[config.mk]
export PLATFORM = sky130hd
export DESIGN_NAME = hfva_queue
export DESIGN_NICKNAME = d
export VERILOG_FILES = /design/src/hfva_pkg.sv /design/src/hfva_queue.sv
export SDC_FILE = /design/constraint.sdc
export NUM_CORES = 1
export LEC_CHECK = 0
export ABC_AREA = 1
export CORE_UTILIZATION = 61
export DETAILED_ROUTE_END_ITERATION = 10
export DONT_BUFFER_PORTS = 1
export PLACE_DENSITY = 0.84
export SLEW_MARGIN = 0
export SYNTH_ARGS = -nofsm -noshare
export SYNTH_HDL_FRONTEND = slang
export SYNTH_SLANG_ARGS = --single-unit
[constraint.sdc]
create_clock -name i_clk -period 7.75 [get_ports i_clk]
set_clock_uncertainty 0.1 [all_clocks]
set_input_delay 0.775 -clock i_clk [delete_from_list [all_inputs] [get_ports i_clk]]
set_output_delay 0.775 -clock i_clk [all_outputs]
set_load 0.02 [all_outputs]
[src/hfva_pkg.sv]
// Shared types, constants and the arctangent table of the flow vector block.
// Depends on nothing; used by every module of the block.
package hfva_pkg;

    localparam int MAX_TRACKS  = 4096;
    localparam int ANGLE_BITS  = 16;
    localparam int CNT_W       = $clog2(MAX_TRACKS + 1);
    localparam int ITER_W      = $clog2(ANGLE_BITS);
    localparam int QUEUE_DEPTH = 4;
    localparam int QUEUE_AW    = $clog2(QUEUE_DEPTH);
    localparam int CORDIC_X0   = 79594;
    localparam int MAG_GAIN    = 39797;

    typedef enum logic [2:0] {
        REG_ETA_MIN      = 3'd0,
        REG_ETA_MAX      = 3'd1,
        REG_PT_MIN       = 3'd2,
        REG_PT_MAX       = 3'd3,
        REG_HARMONIC     = 3'd4,
        REG_PT_WEIGHTING = 3'd5
    } t_reg_idx;

    typedef enum logic [3:0] {
        ST_IDLE,
        ST_ROT,
        ST_MAP,
        ST_PROD,
        ST_ACC,
        ST_VINIT,
        ST_VEC,
        ST_MAG,
        ST_MAG_SUM,
        ST_EMIT
    } t_back_state;

    typedef struct packed {
        logic        [15:0] track_phi;
        logic signed [15:0] track_eta;
        logic        [19:0] track_pt;
        logic        [15:0] track_weight;
        logic               has_track;
        logic               last_in_event;
    } t_track;

    typedef struct packed {
        logic signed [15:0] sum_angle;
        logic        [47:0] sum_magnitude;
        logic        [47:0] weight_total;
    } t_result;

    typedef struct packed {
        logic signed [15:0] eta_min;
        logic signed [15:0] eta_max;
        logic        [19:0] pt_min;
        logic        [19:0] pt_max;
        logic        [4:0]  harmonic;
        logic               pt_weighting;
    } t_cfg;

    // One request handed from the front to the back
    typedef struct packed {
        logic [15:0] angle;
        logic [19:0] pt;
        logic [15:0] weight;
        logic        keep;
        logic        last;
    } t_job;

    // atan(2^-i) on a 32-bit turn scale
    function automatic logic [31:0] atan_of(input logic [4:0] idx);
        logic [31:0] v;
        case (idx)
            5'd0:    v = 32'd536870912;
            5'd1:    v = 32'd316933406;
            5'd2:    v = 32'd167458907;
            5'd3:    v = 32'd85004756;
            5'd4:    v = 32'd42667331;
            5'd5:    v = 32'd21354465;
            5'd6:    v = 32'd10679838;
            5'd7:    v = 32'd5340245;
            5'd8:    v = 32'd2670163;
            5'd9:    v = 32'd1335087;
            5'd10:   v = 32'd667544;
            5'd11:   v = 32'd333772;
            5'd12:   v = 32'd166886;
            5'd13:   v = 32'd83443;
            5'd14:   v = 32'd41722;
            5'd15:   v = 32'd20861;
            5'd16:   v = 32'd10430;
            5'd17:   v = 32'd5215;
            5'd18:   v = 32'd2608;
            5'd19:   v = 32'd1304;
            5'd20:   v = 32'd652;
            5'd21:   v = 32'd326;
            5'd22:   v = 32'd163;
            5'd23:   v = 32'd81;
            default: v = 32'd0;
        endcase
        return v;
    endfunction

endpackage

[src/hfva_queue.sv]
// Short request queue between the front end and the back end.
// Depends on hfva_pkg.
module hfva_queue (
    input  logic            i_clk,
    input  logic            i_rst_n,
    input  logic            i_push,
    input  hfva_pkg::t_job  i_data,
    input  logic            i_pop,
    output logic            o_full,
    output logic            o_empty,
    output hfva_pkg::t_job  o_data
);

    hfva_pkg::t_job                r_mem [hfva_pkg::QUEUE_DEPTH];
    logic [hfva_pkg::QUEUE_AW-1:0] r_wr;
    logic [hfva_pkg::QUEUE_AW-1:0] r_rd;
    logic [hfva_pkg::QUEUE_AW:0]   r_fill;
    logic                          do_push;
    logic                          do_pop;

    assign o_full  = r_fill == (hfva_pkg::QUEUE_AW+1)'(hfva_pkg::QUEUE_DEPTH);
    assign o_empty = r_fill == '0;
    assign o_data  = r_mem[r_rd];
    assign do_push = i_push && !o_full;
    assign do_pop  = i_pop && !o_empty;

    // Store entries
    always_ff @(posedge i_clk) begin
        if (do_push) begin
            r_mem[r_wr] <= i_data;
        end
    end

    // Advance pointers and fill level
    always_ff @(posedge i_clk) begin
        if (!i_rst_n) begin
            r_wr   <= '0;
            r_rd   <= '0;
            r_fill <= '0;
        end else begin
            if (do_push) begin
                r_wr <= r_wr + 1'b1;
            end
            if (do_pop) begin
                r_rd <= r_rd + 1'b1;
            end
            if (do_push && !do_pop) begin
                r_fill <= r_fill + 1'b1;
            end else if (do_pop && !do_push) begin
                r_fill <= r_fill - 1'b1;
            end
        end
    end

endmodule

==> impl.org <==
** Logic synthesis
- Number of synthesized register bits :: 225
- Post-Syn Area :: 0.008473 mm^2
- Count of unique library cells instantiated by Yosys :: 20
- Counting every net in the synthesized netlist gives 656.
- Ranked by instance count, the synthesized netlist is headed by 216 x sky130_fd_sc_hd__edfxtp_1, 122 x sky130_fd_sc_hd__nor2_1, 94 x sky130_fd_sc_hd__o21ai_0, 54 x sky130_fd_sc_hd__o22ai_1, 20 x sky130_fd_sc_hd__buf_2.
- Of all flip-flops after synthesis, the portion carrying an async set or reset was 0.
- Most frequent cell after synthesis :: sky130_fd_sc_hd__edfxtp_1
- For this run, the number of Yosys warnings is 0.
- Portion of synthesized cell area occupied by the leading cell type :: 0.7655
- Main area contributors after synthesis :: sky130_fd_sc_hd__edfxtp_1 77%, sky130_fd_sc_hd__o21ai_0 5.6%, sky130_fd_sc_hd__nor2_1 5.4%, sky130_fd_sc_hd__o22ai_1 4.0%, sky130_fd_sc_hd__dfxtp_1 2.1%
- Leading area contributor after synthesis :: sky130_fd_sc_hd__edfxtp_1
- Share of the yosys chip area belonging to registers :: 0.7868
- In this run the mean area of a mapped cell was 14.31 um^2.
- Synthesis produced a netlist whose cell count is 592.
- In this run, synthesis inferred 216 flip-flops with an integrated enable.
- Most instantiated flip-flop cell in the synthesis netlist :: sky130_fd_sc_hd__edfxtp_1

** Clocking
- CTS sink cnt :: 225
- H-Tree Level Count :: 1
- Clock transition at the registers of the reported paths :: 0.06 ns
- TritonCTS buffer count :: 21
- Post-CTS Setup Repair Bufs :: 0
- At the later pin of the worst-skew pair, clock insertion delay measures 0.48 ns.
- CTS tree :: yes
- Maximum clock path buffer count :: 3
- Post-CTS repair changed the size of 0 cells.
- Hold buffer count at CTS :: 0
- The cell sitting at the root of the clock tree is a sky130_fd_sc_hd__clkbuf_16.

** Power and ir drop
- Static Leakage :: 3.019 nW
- Max IR drop VDD :: 0.0003009 V
- For this design the ratio of total power to cell area is 345.3 mW/mm^2.

** Drt
- Dividing the detail-routed wire length by the instance count gives 20.27 um.
- Before antenna repair, the detailed router went through 5 iterations.
- Detailed-route vias per instance :: 6.110
- For this block, the initial DRC count from the detailed router was 464.
- # DRC :: 0
- Remaining antenna violation count :: 0
- Final WL :: 15690 um
- Via count :: 4729

** Die
- From bottom edge to top edge, the die measures 119.9 um.
- DIE AREA :: 0.01437 mm^2
- Width of the die :: 119.9 um
- The core region is 0.01340 mm^2.
- For this design the top-level I/O count stands at 114.
- In this run the core area contains 42 standard-cell rows.
- Initial Utilization :: 0.6323

** Critical path
- Slowest CP cell :: sky130_fd_sc_hd__dfxtp_4
- The critical path is of the reg -> out type.
- Crit path largest cell delay :: 1.07 ns
- Crit-path cells :: inv_6 -> o21ai_0 -> o22ai_1
- For the worst setup path, the data required time is 6.88 ns.
- Crit Path Max Fanout :: 109
- Arrival time worst endpoint :: 2.77 ns
- Type of element capturing the critical path :: primary output
- The worst setup path is launched from a flip-flop.

** Global routing
- Fraction of met1 tracks used by global routing :: 0.2699
- Most congested layer reported by global routing :: met2
- The via count of the first global-routing pass came to 4817.
- For met2 alone, demand over resource in global routing was 0.3613.
- Number of antenna violations at the first check in global routing :: 0
- Pin count of the biggest net entering global routing :: 110
- First-pass GRT wire length :: 24050 um
- Global routing finished with a remaining overflow of 0.
- For met3 alone, demand over resource in global routing was 0.06844.
- Across every metal layer, demand over resource in global routing totals 0.2212.

** Timing
- Final critical-path setup slack :: 4.106 ns
- Highest clock frequency the design can meet :: 274.5 MHz
- In the final timing run, aggregate negative setup slack is 0 ns.
- The final hold violation count came to 0.
- Relative slew margins :: 0.2733
- Dividing the final minimum period by the clock period gives 0.4701.
- The max-slew violation count came to 0.
- Setup violations remaining at the end of the flow were counted as 0.
- Transition at the pin with the smallest max-transition slack :: 1.090 ns
- Unrepaired setup endpoints after global routing :: no
- For the finished layout, the period the worst path requires is 3.644 ns.

** Placement
- Routability-driven placement finished with a final weighted congestion of 0.7000.
- In this run, placement finished with an instance count of 738.
- Setup Slack @ Placement :: 4.604 ns
- Count of buffers from port buffering :: 0
- Placed wire-length estimate :: 8586 um

** Outcome
- Outcome :: finished, final reports clean

** Cells and area
- After the flow finishes, the layout carries non-filler instances totaling 774.
- Filler Cell Count :: 879
- Growth of design area from synthesis to finish :: 8.432%
- Measured on the finished design, the core utilization comes to 0.6856.
- Antenna diodes :: 0
- Share of final-layout standard cells stronger than drive strength 1 :: 0.06856
- In the final design database the tool counted 649 nets.

** Hold path
- Path type of the worst min-delay path :: in -> reg

** Job
- The tool flagged a number of max-cap violations equal to 0.
[through the flow]
step | area (um^2) | hold WS [ns] | power [mW]
4_1_cts | 9188 | 0.2578 | 3.191
6_report | 9188 | 0.2725 | 3.173
2_1_floorplan | 8473 | 0.3648 | 2.141
3_3_place_gp | 8556 | 0.3665 | 2.229
5_1_grt | 9188 | 0.2522 | 3.304
3_5_place_dp | 8556 | 0.4052 | 2.261
[final cells by class]
| cell class | instances | area (um^2) | area share |
|---|---|---|---|
| Inverter | 18 | 72.57 | 0.007899 |
| Clock buffer | 24 | 546.8 | 0.05951 |
| Multi-Input combinational cell | 315 | 1562 | 0.1700 |
| Sequential cell | 225 | 6671 | 0.7261 |
| Tap cell | 176 | 220.2 | 0.02397 |
| Timing Repair Buffer | 4 | 30.03 | 0.003268 |
| Clock inverter | 12 | 85.08 | 0.009261 |
[layout by cell type (no fill, tap or decap)]
master / instances
sky130_fd_sc_hd__dfxtp_4: 1
sky130_fd_sc_hd__nand3_1: 4
sky130_fd_sc_hd__nand3b_1: 1
sky130_fd_sc_hd__nor2_4: 4
sky130_fd_sc_hd__bufinv_16: 1
sky130_fd_sc_hd__o22ai_1: 54
sky130_fd_sc_hd__ha_1: 5
sky130_fd_sc_hd__clkbuf_16: 21
sky130_fd_sc_hd__inv_6: 2
sky130_fd_sc_hd__inv_2: 1
sky130_fd_sc_hd__nor2_1: 118
sky130_fd_sc_hd__edfxtp_1: 216
sky130_fd_sc_hd__clkinv_2: 4
sky130_fd_sc_hd__o21ai_0: 94
sky130_fd_sc_hd__clkinvlp_4: 1
sky130_fd_sc_hd__dfxtp_2: 1
sky130_fd_sc_hd__fa_1: 1
sky130_fd_sc_hd__buf_4: 4
sky130_fd_sc_hd__o21ai_1: 15
sky130_fd_sc_hd__nand2_1: 15
sky130_fd_sc_hd__dfxtp_1: 7
sky130_fd_sc_hd__a21oi_1: 3
sky130_fd_sc_hd__clkbuf_1: 2
sky130_fd_sc_hd__clkinv_1: 5
sky130_fd_sc_hd__inv_1: 16
sky130_fd_sc_hd__clkbuf_8: 1
sky130_fd_sc_hd__xor2_1: 1
[cells by family after synthesis]
family / after synthesis / synth area share
flops: 225 / 0.7868
buf+inv: 52 / 0.03249
fa+ha+maj: 6 / 0.009746
xor+xnor: 1 / 0.001034
simple gates: 142 / 0.06394
compound gates: 166 / 0.1060
[registers in the layout, summed over array words and instances, names as in the netlist, named ones only]
signal / flops
r_mem: 216
r_fill: 3
r_rd: 2
r_wr: 2
[path summary, 6_finish.rpt]
path / startpoint / endpoint / slack [ns] / cells past startpoint
min reg2reg: r_rd[1] / flip-flop / 0.42 / 2
min: i_data[12] / r_mem[2][12] / 0.27 / 0
max: flip-flop / o_data[34] / 4.11 / 3
max reg2reg: r_fill[0] / r_mem[0][29] / 5.11 / 5
[critical path: cells and delay by family, from the launching register on]
kind                   cells  cell delay [ns]
AO/OA/AOI/OAI              2             0.64
buffers and inverters      1             0.49
flip-flops                 1             1.07
[power breakdown]
part | switching (mW) | internal, mW | total, mW
clock | 0.403 | 0.538 | 0.940
sequential | 0.0998 | 1.48 | 1.58
combinational | 0.513 | 0.139 | 0.652
[metal layers]
metal / routed length (um) / part of all wire
met4: 419 / 0.027
met3: 1454 / 0.093
met1: 6118 / 0.39
met5: 0 / 0
met2: 7694 / 0.49
Note: power is estimated with default switching activity, not from simulation.
