[config.mk]
export PLATFORM = sky130hd
export DESIGN_NAME = hfva_front
export DESIGN_NICKNAME = d
export VERILOG_FILES = /design/src/hfva_pkg.sv /design/src/hfva_front.sv
export SDC_FILE = /design/constraint.sdc
export NUM_CORES = 1
export LEC_CHECK = 0
export ABC_AREA = 1
export BUFFER_PORTS_ARGS = -buffer_cell sky130_fd_sc_hd__buf_4
export CAP_MARGIN = 40
export CORE_MARGIN = 4
export CORE_UTILIZATION = 54
export DETAILED_ROUTE_END_ITERATION = 7
export PLACE_DENSITY = 0.88
export SYNTH_ARGS = -nofsm -noshare
export SYNTH_HDL_FRONTEND = slang
export SYNTH_SLANG_ARGS = --single-unit
[constraint.sdc]
create_clock -name i_clk -period 8.5 [get_ports i_clk]
set_input_delay 1.7 -clock i_clk [delete_from_list [all_inputs] [get_ports i_clk]]
set_output_delay 1.7 -clock i_clk [all_outputs]
set_load 0.01 [all_outputs]
[src/hfva_pkg.sv]
// Shared types, constants and the arctangent table of the flow vector block.
// Depends on nothing; used by every module of the block.
package hfva_pkg;

    localparam int MAX_TRACKS  = 4096;
    localparam int ANGLE_BITS  = 16;
    localparam int CNT_W       = $clog2(MAX_TRACKS + 1);
    localparam int ITER_W      = $clog2(ANGLE_BITS);
    localparam int QUEUE_DEPTH = 4;
    localparam int QUEUE_AW    = $clog2(QUEUE_DEPTH);
    localparam int CORDIC_X0   = 79594;
    localparam int MAG_GAIN    = 39797;

    typedef enum logic [2:0] {
        REG_ETA_MIN      = 3'd0,
        REG_ETA_MAX      = 3'd1,
        REG_PT_MIN       = 3'd2,
        REG_PT_MAX       = 3'd3,
        REG_HARMONIC     = 3'd4,
        REG_PT_WEIGHTING = 3'd5
    } t_reg_idx;

    typedef enum logic [3:0] {
        ST_IDLE,
        ST_ROT,
        ST_MAP,
        ST_PROD,
        ST_ACC,
        ST_VINIT,
        ST_VEC,
        ST_MAG,
        ST_MAG_SUM,
        ST_EMIT
    } t_back_state;

    typedef struct packed {
        logic        [15:0] track_phi;
        logic signed [15:0] track_eta;
        logic        [19:0] track_pt;
        logic        [15:0] track_weight;
        logic               has_track;
        logic               last_in_event;
    } t_track;

    typedef struct packed {
        logic signed [15:0] sum_angle;
        logic        [47:0] sum_magnitude;
        logic        [47:0] weight_total;
    } t_result;

    typedef struct packed {
        logic signed [15:0] eta_min;
        logic signed [15:0] eta_max;
        logic        [19:0] pt_min;
        logic        [19:0] pt_max;
        logic        [4:0]  harmonic;
        logic               pt_weighting;
    } t_cfg;

    // One request handed from the front to the back
    typedef struct packed {
        logic [15:0] angle;
        logic [19:0] pt;
        logic [15:0] weight;
        logic        keep;
        logic        last;
    } t_job;

    // atan(2^-i) on a 32-bit turn scale
    function automatic logic [31:0] atan_of(input logic [4:0] idx);
        logic [31:0] v;
        case (idx)
            5'd0:    v = 32'd536870912;
            5'd1:    v = 32'd316933406;
            5'd2:    v = 32'd167458907;
            5'd3:    v = 32'd85004756;
            5'd4:    v = 32'd42667331;
            5'd5:    v = 32'd21354465;
            5'd6:    v = 32'd10679838;
            5'd7:    v = 32'd5340245;
            5'd8:    v = 32'd2670163;
            5'd9:    v = 32'd1335087;
            5'd10:   v = 32'd667544;
            5'd11:   v = 32'd333772;
            5'd12:   v = 32'd166886;
            5'd13:   v = 32'd83443;
            5'd14:   v = 32'd41722;
            5'd15:   v = 32'd20861;
            5'd16:   v = 32'd10430;
            5'd17:   v = 32'd5215;
            5'd18:   v = 32'd2608;
            5'd19:   v = 32'd1304;
            5'd20:   v = 32'd652;
            5'd21:   v = 32'd326;
            5'd22:   v = 32'd163;
            5'd23:   v = 32'd81;
            default: v = 32'd0;
        endcase
        return v;
    endfunction

endpackage

[src/hfva_front.sv]
// Front end: accepts tracks, applies the windows and track limit, forms the angle.
// Depends on hfva_pkg; feeds hfva_queue.
module hfva_front (
    input  logic              i_clk,
    input  logic              i_rst_n,
    input  hfva_pkg::t_cfg    i_cfg,
    input  logic              i_push,
    input  hfva_pkg::t_track  i_track,
    input  logic              i_q_full,
    output logic              o_full,
    output logic              o_q_push,
    output hfva_pkg::t_job    o_job
);

    logic [hfva_pkg::CNT_W-1:0] r_count;
    logic [hfva_pkg::CNT_W-1:0] n_count;
    logic                       accept;
    logic                       room;
    logic                       in_window;
    logic                       keep;
    logic [20:0]                prod;

    assign o_full = i_q_full;
    assign accept = i_push && !i_q_full;
    assign room   = r_count < hfva_pkg::CNT_W'(hfva_pkg::MAX_TRACKS);

    // Classify the track against the inclusive windows
    assign in_window = (i_track.track_eta >= i_cfg.eta_min) &&
                       (i_track.track_eta <= i_cfg.eta_max) &&
                       (i_track.track_pt >= i_cfg.pt_min) &&
                       (i_track.track_pt <= i_cfg.pt_max);
    assign keep = i_track.has_track && room && in_window;

    // Harmonic times azimuth, modulo a full turn
    assign prod = i_track.track_phi * i_cfg.harmonic;

    assign o_q_push     = accept && (keep || i_track.last_in_event);
    assign o_job.angle  = prod[15:0];
    assign o_job.pt     = i_track.track_pt;
    assign o_job.weight = i_track.track_weight;
    assign o_job.keep   = keep;
    assign o_job.last   = i_track.last_in_event;

    // Count tracks of the event, drop the count at its end
    always_comb begin
        n_count = r_count;
        if (accept) begin
            if (i_track.last_in_event) begin
                n_count = '0;
            end else if (i_track.has_track && room) begin
                n_count = r_count + 1'b1;
            end
        end
    end

    always_ff @(posedge i_clk) begin
        if (!i_rst_n) begin
            r_count <= '0;
        end else begin
            r_count <= n_count;
        end
    end

endmodule

==> reports/results.ini, run 1 <==
[outcome]
status=complete, no violations

[critical_path]
max_stage_delay_ns=0.55
r2r_start=r_count[0]
reg2regPathDepth=8
start_kind=input port
arrival_ns=5.21
critPathSlowestCell=fa_1
r2r-end=r_count[10]
endpoint_kind=output port
worstPathMaxFanout=12
worst-setup-path-type=input port to output port
r2r_slack_ns=6.94
cp.buffers_inverters=3
crit_family=adder cells
worstPathRequired_ns=6.80
crit_chain=buf_4 -> nand2_1 -> fa_1 -> fa_1 -> inv_1 -> fa_1 -> ha_1 -> a21oi_1 -> nand2_1 -> a21boi_1 -> o21ai_1 -> nand3_1 -> nand2_1 -> xor2_1 -> buf_4

[detailed_routing]
dr.pass1.iters=4
via_per_inst=4.79
ant_nets=0
drt_wl_total_um=11500
via_count=4749
first_iter_violations=96
drcViolationCount=0
avgRoutedWirePerCell_um=11.6

[final_layout]
final_area_um2=6050
top_register=r_count
multiInputGateArea_um2=3550
register_area_um2=260
layout.nets=1163
diodes=0
fin_util_pct=69.0
syn_to_final_growth_pct=24.0
fillers=760
largest_reg_flops=13
fin_cells=992
reg_top3=r_count (13)
drive_above_1_share_pct=22.4

[yosys]
syn_avg_cell_area_um2=6.49
synth_edf_count=0
synthTopCellsByArea=ha_1, nand2_1, inv_1, fa_1, buf_4
syn_nets=1029
async_reset_ff_share_pct=0
ys_ff_latch=13
synth_flop_cell=dfxtp_1
netlist.area_leader.share_pct=23.3
yosysWarnings=0
synth_commonest_cells=nand2_1, inv_1, ha_1, a21oi_1, buf_4
yosysTopAreaCell=ha_1
syn_inst=751
ys_types=38
synth.cell_area_um2=4880
yosysMostFrequentCell=nand2_1
ys_seq_area_share_pct=5.34

[cts]
postCtsSetupBuffers=0
cts_max_level=1
numCtsBuffers=3
clkTransAtPathRegs_ns=0.05
cts_resized=0
cts_tree=built
clock_latency_ns=0.24
cts.sink_count=13
cts_hold_buffers=0
root_buffer=clkbuf_8
clockBufferDepth=2

[sta]
setup_viol=0
slew_headroom_pct=76.4
hold_violations=0
tns_ns=0
slew_violations=0
rsz0062_at_grt=false
min_period_over_period_pct=81.3
fmax_mhz=145
skew_ns=0.00105
worst_slew_pin_slew_ns=0.353
period_needed_ns=6.91

[power_and_ir_drop]
p_seq_share_pct=9.2
pwr_density_cell_nw_per_um2=111
p_leak_nw=3.82
combPwrFrac_pct=82.6
total_power_w=0.000673
power.switching_w=0.000321
p_clk_share_pct=8.2
internal_power_w=0.000351
swShare_pct=47.8
vdd_ir_drop_max_uv=182

[hold_path]
hold_depth=2
hold_end=r_count[12]
min_from=r_count[12]
holdCritPathClass=flip-flop to flip-flop

[grt]
grt_use_met1_pct=24.6
gr-usage-met2_pct=42.7
grtUsageMet3_pct=2.10
grt.total_usage_pct=21.4
grt_max_degree=17
grt_pass1_wl_um=18900
grt_pass1_vias=4687
grt-ovfl-total=0
grt_busiest_layer=met2
antenna_found_initial=0

[place]
dp_cells=988
dp_hpwl_um=10400
io_buffers=174
place_area_um2=6000
gp_congestion=0.869

[flow_run]
maxCapViolCount=0

[floorplanning]
die_w_um=103
core_area_um2=8760
io_pins=208
die_area_um2=10600
start_util_pct=55.7
dieHeight_um=103
rows=34

[metal layers]
layer / wire length (um) / vias to the layer above / part of all wire [%]
met5: 0 / - / 0
met4: 109 / 0 / 0.94
met3: 907 / 14 / 7.9
met2: 5910 / 156 / 51
met1: 4620 / 2073 / 40
li1: - / 2506 / -
[how the worst max path moves through the flow]
stage | to | depth (start not counted) | slack, ns | from
6_report | o_job[49] | 15 | 1.59 | i_cfg[5]
5_1_grt | o_job[49] | 15 | 1.37 | i_cfg[5]
4_1_cts | o_job[49] | 15 | 1.60 | i_cfg[5]
3_5_place_dp | o_job[49] | 15 | 1.62 | i_cfg[5]
3_3_place_gp | o_job[49] | 15 | 1.70 | i_cfg[5]
2_1_floorplan | o_job[49] | 14 | 1.89 | i_cfg[5]
[area by class of cell]
cell class	instances	area share, %
repair buffers	174	21.6
multi-input cells	493	58.7
inverters	200	12.4
flip-flops and latches	13	4.30
clock buffers	4	0.745
well taps	108	2.23
[worst min-delay path, delay by kind of cell (launching register included)]
| family | cells | cell delay, ns |
|---|---|---|
| buf+inv | 1 | 0.05 |
| compound gates | 1 | 0.06 |
| flops | 1 | 0.32 |
[cell families (layout without fill, tap and decap cells)]
logic type	count (synthesis)	after routing	synth area share, %
fa+ha+maj	126	126	37.7
flops	13	13	5.34
simple gates	271	271	22.9
xor+xnor	19	19	3.41
compound gates	77	77	8.80
buf+inv	245	378	21.9
[cell usage in the layout (no fill, tap or decap), types with 2 or more instances in the layout]
cell type	netlist	routed
o21ai_1	6	6
nand3_1	18	18
nand2_2	4	4
fa_1	35	35
ha_1	91	91
o21ai_0	9	9
nor4_1	2	2
nand2_1	195	195
a21oi_1	47	47
clkinv_1	4	4
nand4_1	5	5
inv_2	8	8
clkbuf_8	0	3
o21a_1	3	3
buf_4	39	174
a21o_1	3	3
nor2_1	36	36
nor3_1	4	4
inv_1	188	188
xnor2_1	7	7
xor2_1	12	12
dfxtp_1	13	13
nor2_2	2	2
[stage by stage]
step / hold slack [ns] / worst slack, ns
2_1_floorplan: 0.442 / 1.89
3_3_place_gp: 0.451 / 1.70
3_5_place_dp: 0.466 / 1.62
4_1_cts: 0.474 / 1.60
5_1_grt: 0.497 / 1.37
6_report: 0.475 / 1.59
[power groups by stage]
stage	sequential (W)	clock [W]	combinational, W
finish	0.0000621	0.0000549	0.000556
detailed placement	0.0000634	0	0.000556
global placement	0.0000634	0	0.000544
global route	0.0000622	0.0000580	0.000628
floorplan	0.0000634	0	0.000349
CTS	0.0000621	0.0000565	0.000560
Note: power is estimated with default switching activity, not from simulation.
==> run 2: changes to the inputs <==
- CORE_UTILIZATION: 54 -> 45
- PLACE_DENSITY: 0.88 -> 0.78
- clock period: 8.5 -> 5.8 ns (I/O delays scaled with it)
==> reports/results.ini, run 2 (same netlist as run 1, synthesis figures left out) <==
[outcome]
status=complete, no violations

[final_layout]
largest_reg_flops=13  ; unchanged
layout.nets=1165  ; +0.17%
final_common_cell=nand2_1
top_register=r_count
syn_to_final_growth_pct=25.6
reg_top3=r_count (13)
drive_above_1_share_pct=23.1  ; +0.74 points
fin_util_pct=58.6  ; -10 points
fin_cells=1022  ; +3.0%
diodes=0  ; unchanged
most-common-layout-cells=nand2_1, inv_1, buf_4

[grt]
grt-ovfl-total=0  ; unchanged
grt_pass1_vias=4446  ; -5.1%
grt_pass1_wl_um=19000  ; +0.58%
grt_max_degree=17  ; unchanged
antenna_found_initial=0  ; unchanged
grt.total_usage_pct=17.5  ; -3.9 points

[detailed_routing]
via_count=4667  ; -1.7%
dr.pass1.iters=4  ; unchanged
drt_wl_total_um=11300  ; -2.2%
via_per_inst=4.57  ; -4.6%
drcViolationCount=0  ; unchanged
first_iter_violations=121  ; +26%
ant_nets=0  ; unchanged
avgRoutedWirePerCell_um=11.0  ; -5.1%

[sta]
hold_violations=0  ; unchanged
rsz0062_at_grt=true
min_period_over_period_pct=96.5
tns_ns=0  ; unchanged
skew_ns=0.00186  ; +0.000805 ns
fmax_mhz=179
slew_headroom_pct=77.7  ; +1.3 points
slew_violations=0  ; unchanged
fin_hold_ws_ns=0.462  ; -0.0132 ns
period_needed_ns=5.60
setup_viol=0  ; unchanged
worst_slew_pin_slew_ns=0.332  ; -0.0214 ns

[floorplanning]
die_area_um2=12600  ; +18%
io_pins=208  ; unchanged
start_util_pct=46.6  ; -9.0 points
dieHeight_um=112  ; +8.8%
core_area_um2=10500  ; +19%
rows=37  ; +8.8%
die_w_um=112  ; +8.8%

[place]
io_buffers=174  ; unchanged
gp_congestion=0.843  ; -3.0%
dp_hpwl_um=10100  ; -2.5%
dp_cells=1018  ; +3.0%

[critical_path]
reg2regPathDepth=8  ; unchanged
worstPathRequired_ns=4.64  ; -2.16 ns
crit_family=adder cells
cp.buffers_inverters=6  ; +3
crit_chain=buf_4 -> nand2_1 -> inv_1 -> fa_1 -> fa_1 -> inv_1 -> fa_1 -> inv_1 -> ha_4 -> nand2_1 -> inv_2 -> nand4_1 -> nand3_1 -> nand3_1 -> nand2_1 -> a31oi_1 -> xnor2_1 -> buf_4
max_stage_delay_ns=0.54  ; about the same
arrival_ns=4.44  ; -0.77 ns
worst-path-stages=18  ; +3
critPathSlowestCell=fa_1
endpoint_kind=output port
r2r_start=r_count[0]
crit_start=i_cfg[5]
worstPathMaxFanout=12  ; unchanged
start_kind=input port
worst-setup-path-type=input port to output port

[power_and_ir_drop]
combPwrFrac_pct=82.8  ; +0.2 points
vdd_ir_drop_max_uv=276  ; +52%
p_clk_share_pct=8.1  ; about the same
pwr_density_cell_nw_per_um2=163  ; +47%
swShare_pct=47.2  ; -0.53 points
power.switching_w=0.000473  ; +47%
p_seq_share_pct=9.1  ; about the same
internal_power_w=0.000528  ; +50%
p_leak_nw=3.83  ; +0.24%

[hold_path]
min_from=r_count[12]
holdCritPathClass=flip-flop to flip-flop
hold_depth=2  ; unchanged

[cts]
clockBufferDepth=2  ; unchanged
cts_max_level=1  ; unchanged
root_buffer=clkbuf_8
numCtsBuffers=3  ; unchanged
cts_resized=0  ; unchanged
cts_tree=built
postCtsSetupBuffers=0  ; unchanged
cts.sink_count=13  ; unchanged
clkTransAtPathRegs_ns=0.05  ; about the same
cts_hold_buffers=0  ; unchanged
clock_latency_ns=0.24  ; about the same

[flow_run]
maxCapViolCount=0  ; unchanged

==> run 2: stage by stage <==
stage | area, um^2 | setup slack (ns) | power [W]
global placement | 6050 | 0.141 | 0.000901
global route | 6130 | -0.0289 | 0.00112
floorplan | 4880 | 0.266 | 0.000605
CTS | 6100 | 0.112 | 0.000998
finish | 6130 | 0.203 | 0.00100
detailed placement | 6050 | 0.128 | 0.000909
==> run 2: cell type report <==
| class | count | area, um^2 |
|---|---|---|
| Sequential cell | 13 | 260 |
| Fill cell | 1022 | 4340 |
| Tap cell | 136 | 170 |
| Timing Repair Buffer | 176 | 1320 |
| Inverter | 200 | 751 |
| Clock buffer | 4 | 45.0 |
| Multi-Input combinational cell | 493 | 3580 |
==> run 2: layer usage <==
layer | up-vias | routed length, um | global-route usage (%)
met1 | 2015 | 4830 | 21.6
met5 | - | 0 | 0
met4 | 0 | 113 | 2.96
li1 | 2510 | - | -
met2 | 134 | 5540 | 31.9
met3 | 8 | 808 | 3.13
==> run 2: power by group through the flow <==
stage	logic (W)	clock network [W]	registers, W
floorplan	0.000512	0	0.0000929
global placement	0.000808	0	0.0000929
detailed placement	0.000816	0	0.0000930
CTS	0.000822	0.0000849	0.0000910
global route	0.000942	0.0000907	0.0000912
finish	0.000829	0.0000815	0.0000910
==> run 2: worst reg2reg max path: cells and delay by family, from the launching register on <==
kind	cells	cell delay (ns)
and+or+nand+nor	5	0.72
DFF	1	0.34
AOI/OAI and AO/OA	2	0.19
adders and majority gates	1	0.17
==> run 2: worst paths after layout <==
check                end  slack, ns
min          r_count[12]       0.46
max            o_job[50]       0.20
max reg2reg  r_count[10]       4.27
min reg2reg  r_count[12]       0.46
